===== src/rtl/kabf_pkg.sv =====
package kabf_pkg;

    localparam int DATA_W        = 32;
    localparam int CFG_W         = 17;
    localparam int CFG_IDX_W     = 2;
    localparam int NUM_AXES_DEF  = 2;
    localparam int FRAC_BITS_DEF = 16;

    // register indexes
    localparam logic [CFG_IDX_W-1:0] REG_TIME_STEP     = 2'd0;
    localparam logic [CFG_IDX_W-1:0] REG_ANGLE_NOISE   = 2'd1;
    localparam logic [CFG_IDX_W-1:0] REG_BIAS_NOISE    = 2'd2;
    localparam logic [CFG_IDX_W-1:0] REG_MEASURE_NOISE = 2'd3;

    localparam logic signed [34:0] SAT_MAX = 35'sd2147483647;
    localparam logic signed [34:0] SAT_MIN = -35'sd2147483648;

    // saturate an exact sum to 32 bits
    function automatic logic signed [DATA_W-1:0] sat35(input logic signed [34:0] v);
        logic signed [DATA_W-1:0] r;
        if (v > SAT_MAX)
            r = 32'sh7FFFFFFF;
        else if (v < SAT_MIN)
            r = 32'sh80000000;
        else
            r = v[DATA_W-1:0];
        return r;
    endfunction

    function automatic logic signed [34:0] ext35(input logic signed [DATA_W-1:0] v);
        return {{3{v[DATA_W-1]}}, v};
    endfunction

endpackage


===== src/rtl/kabf_div.sv =====
// Restoring signed divider: quot = sat32((num << FRAC_BITS) / den), toward zero; den = 0 gives 0.
module kabf_div import kabf_pkg::*;
#(
    parameter int FRAC_BITS = FRAC_BITS_DEF
)
(
    input  logic                     clk,
    input  logic                     rst_n,
    input  logic                     start,
    input  logic signed [DATA_W-1:0] num,
    input  logic signed [DATA_W-1:0] den,
    output logic                     done,
    output logic signed [DATA_W-1:0] quot
);
    localparam int NW = DATA_W + FRAC_BITS;
    localparam int CW = $clog2(NW + 1);
    localparam logic [NW-1:0] Q_LIM = NW'(33'h080000000);

    logic [NW-1:0]     dvd_reg, quo_reg;
    logic [DATA_W-1:0] rem_reg, dmag_reg;
    logic              neg_reg, zero_reg, busy_reg, done_reg;
    logic [CW-1:0]     cnt_reg;

    logic [DATA_W-1:0] nmag, dmag;
    logic [DATA_W:0]   rem_sh, diff;
    logic              ge;

    assign nmag   = num[DATA_W-1] ? DATA_W'(-num) : num;
    assign dmag   = den[DATA_W-1] ? DATA_W'(-den) : den;
    assign rem_sh = {rem_reg, dvd_reg[NW-1]};
    assign diff   = rem_sh - {1'b0, dmag_reg};
    assign ge     = rem_sh >= {1'b0, dmag_reg};

    always_ff @(posedge clk or negedge rst_n) begin
        if (!rst_n) begin
            busy_reg <= 1'b0;
            done_reg <= 1'b0;
            cnt_reg  <= '0;
        end
        else begin
            done_reg <= 1'b0;
            if (start) begin
                busy_reg <= 1'b1;
                cnt_reg  <= '0;
                dvd_reg  <= {nmag, {FRAC_BITS{1'b0}}};
                rem_reg  <= '0;
                quo_reg  <= '0;
                dmag_reg <= dmag;
                neg_reg  <= num[DATA_W-1] ^ den[DATA_W-1];
                zero_reg <= (den == '0);
            end
            else if (busy_reg) begin
                rem_reg <= ge ? diff[DATA_W-1:0] : rem_sh[DATA_W-1:0];
                quo_reg <= {quo_reg[NW-2:0], ge};
                dvd_reg <= {dvd_reg[NW-2:0], 1'b0};
                cnt_reg <= cnt_reg + 1'b1;
                if (cnt_reg == CW'(NW - 1)) begin
                    busy_reg <= 1'b0;
                    done_reg <= 1'b1;
                end
            end
        end
    end

    assign done = done_reg;

    always_comb begin
        if (zero_reg)
            quot = '0;
        else if (!neg_reg)
            quot = (quo_reg >= Q_LIM) ? 32'sh7FFFFFFF : quo_reg[DATA_W-1:0];
        else
            quot = (quo_reg > Q_LIM) ? 32'sh80000000 : DATA_W'(-quo_reg[DATA_W-1:0]);
    end
endmodule


===== config.mk =====
export PLATFORM = sky130hd
export DESIGN_NAME = kabf_div
export DESIGN_NICKNAME = d
export VERILOG_FILES = /design/src/rtl/kabf_pkg.sv /design/src/rtl/kabf_div.sv
export SDC_FILE = /design/constraint.sdc
export NUM_CORES = 1
export LEC_CHECK = 0
export BUFFER_PORTS_ARGS = -buffer_cell sky130_fd_sc_hd__buf_2
export CORE_MARGIN = 2
export CORE_UTILIZATION = 25
export DETAILED_ROUTE_END_ITERATION = 8
export PLACE_DENSITY = 0.37
export SETUP_SLACK_MARGIN = 0.15
export SYNTH_ARGS = -nofsm -noshare
export SYNTH_HDL_FRONTEND = slang
export SYNTH_SLANG_ARGS = --single-unit

===== constraint.sdc =====
create_clock -name clk -period 4.4 [get_ports clk]
set_input_delay 0.44 -clock clk [delete_from_list [all_inputs] [get_ports clk]]
set_output_delay 0.44 -clock clk [all_outputs]
set_load 0.02 [all_outputs]

==> metrics.yaml <==
status: "finished clean"
hold_path.class: "primary input to flip-flop"
start_kind: "flip-flop"
track_usage_pct: 13.31
drv_slew: 0
end_kind: "output pin"
gp_congestion: 0.8415
area_growth_pct: 15.43
ir_drop_mv: 0.2220
final-seq-area_sq_um: 5069
finish.utilization_pct: 29.13
path_clk_slew_ns: 0.07
max_cap_violations: 0
synthTopCellsByArea: "edfxtp_1 (43%), mux2i_1 (7.2%), xnor2_1 (5.4%)"
antenna_found_initial: 0
synth_top_family_by_area: "compound AO/OA/AOI/OAI gates"
finalNetCount: 1344
tns_ns: 0
rsz0062_at_grt: "false"
worstMarginPinSlew_ns: 1.062
wl_per_cell_um: 16.53
grt_start_max_net_pins: 70
yosysWarnings: 0
coreArea_sq_um: 45280
clockRootBuffer: "clkbuf_16"
required_ns: 3.96
fp.dieArea_sq_um: 47440
drtAntennaViolNets: 0
multi_input_area_sq_um: 5973
setup_viol: 0
synth_top_area_share_pct: 42.57
synth_flop_cell: "edfxtp_1"
synthMuxAreaShare_pct: 7.182
dieHeight_um: 217.8
syn_nets: 1271
leakage_nw: 5.326
yosys.area_share.simple_pct: 16.05
cts_tree: "done"
clock-sinks: 170
yosys.cell_count.top_type: "edfxtp_1"
synth_seq_cells: 170
final_area_sq_um: 13190
syn-cell-area_sq_um: 11430
relSlewSlack_pct: 29.18
clockBufferDepth: 2
clk_latency_ns: 0.48
async_reset_ff_share_pct: 4.706
crit_fanout: 4
dp.final_hpwl_mm: 21.33
seq_area_frac_synth_pct: 44.32
max_stage_delay_ns: 0.54
cts_buffers: 17
start_util_pct: 25.24
arrival_ns: 3.60
slowest_stage: "or4_4"
finalWirelength_mm: 30.60
clock_skew_ns: 0.008697
hold_violations: 0
grt_overflow: 0
die_w_um: 217.8
dpl_cell_area_sq_um: 12630
firstDrtPassIters: 5
grt_pass1_vias: 8777
fmax_mhz: 247.6
cts-htree-levels: 4
crit_chain: "or3_1, or4_1, or4_4, nor4_1, nand4_1, a21o_1, a211oi_1, buf_2"
vias: 9047
period_minus_slack_ns: 4.038
synthCells: 1167
drc: 0
dr.first_iter.drc_count: 503
viasPerCell: 4.888
io_buffers: 99
synth_compound_area_share_pct: 17.43
synth_fa_ha_area_share_pct: 4.116
row_count: 78
synthDistinctLibCells: 62
grt_pass1_wl_mm: 49.58
criticalPathCategory: "flip-flop to output pin"
ys_top_cells_by_count: "edfxtp_1 (162), nor2_1 (150), nand2_1 (83), mux2i_1 (82), xnor2_1 (71)"
post-synth-top-area-cell: "edfxtp_1"
pin_count: 100
synth_edf_count: 162
cts_hold_buf: 0
synth_xor_area_share_pct: 6.974
power.density_nw_per_um2: 363.7
syn_avg_cell_area_sq_um: 9.793
diodes: 0
fillerInstances: 4737
fin_crit_sh_pct: 91.78
drive_above_1_share_pct: 13.59
[cell families (layout without fill, tap and decap cells)]
logic type | Yosys count | after routing
AOI/OAI and AO/OA | 283 | 283
xor gates and xnor gates | 91 | 91
adders and majority gates | 37 | 37
buffers and inverters | 118 | 202
DFF | 170 | 170
muxes | 82 | 82
and+or+nand+nor | 386 | 386
[per-layer routing]
| metal | track usage (%) | wire (um) | up-vias |
|---|---|---|---|
| li1 | - | - | 4529 |
| met4 | 4.603 | 547 | 0 |
| met3 | 2.817 | 1114 | 25 |
| met5 | 0 | 0 | - |
| met2 | 20.97 | 14070 | 140 |
| met1 | 18.05 | 14870 | 4353 |
[timing repair]
item                                   4_1_cts  5_1_grt
pin swaps                                    0        0
endpoints found under the hold margin        0        0
buffers inserted                             3        0
gates cloned                                 0        0
resized for setup                            2        3
setup endpoints to repair                    4        8
[power breakdown]
part	internal, mW	leakage (nW)	total [mW]	switching (mW)
Combinational	0.536	3.35	1.27	0.735
Sequential	1.96	1.72	2.09	0.125
Clock	0.756	0.251	1.44	0.681
[layout make-up]
class / count / share of cell area (%)
multi-input combinational: 879 / 45.28
sequential: 170 / 38.42
tap: 600 / 5.691
timing repair buffer: 122 / 5.293
clock buffer: 18 / 3.253
inverter: 50 / 1.423
clock inverter: 12 / 0.6355
[layout by cell type (no fill, tap or decap), types with 5 or more instances in the layout]
master       n
o22ai_1      7
o41ai_1      6
buf_2       97
or2_2        5
a31oi_1     16
o31ai_1     21
o21ai_0     46
and2_1       8
nor2b_1      6
inv_1       50
nand4_1     11
a311oi_1    17
clkinv_1     6
a211oi_1    23
or3_1       20
dfrtp_1      7
buf_4       23
ha_1        36
edfxtp_1   162
o21a_1       9
nand3_1     12
xnor2_1     71
nand2_1     83
a32oi_1      8
mux2i_1     82
nor3_1      27
or4_1       11
a21oi_1     49
nor2_1     150
a22o_1      31
nand2b_1    11
xor2_1      20
a21o_1      13
clkbuf_16   17
nor4_1      15
[worst max-delay path, delay by kind of cell (launching register included)]
kind,cells,cell delay [ns]
AO/OA/AOI/OAI,2,0.52
buffers and inverters,1,0.23
flip-flops,1,0.39
AND/OR/NAND/NOR,5,1.98
[final timing paths]
kind                        startpoint     endpoint  slack, ns  cells past startpoint
min in group asynchronous        rst_n     busy_reg       0.58                      2
setup reg to reg           rem_reg[22]   rem_reg[7]       0.89                     11
setup / recovery           quo_reg[14]     quot[29]       0.36                      8
hold reg to reg            dvd_reg[43]  dvd_reg[44]       0.54                      1
hold / removal                  den[0]  dmag_reg[0]       0.16                      1
max in group asynchronous        rst_n     busy_reg       3.35                      2
[stage by stage]
stage / worst slack (ns) / instances / hold WS, ns / power [mW]
final: 0.3618 / 1851 / 0.1639 / 4.797
after global routing: 0.1930 / 1851 / 0.1456 / 5.095
after CTS: 0.1580 / 1851 / 0.1200 / 4.875
after detailed placement: 0.4898 / 1818 / 0.5311 / 3.395
after global placement: 0.4975 / 1818 / 0.5248 / 3.402
after floorplan: 0.6249 / 1167 / 0.1444 / 2.978
Note: power is estimated with default switching activity, not from simulation.
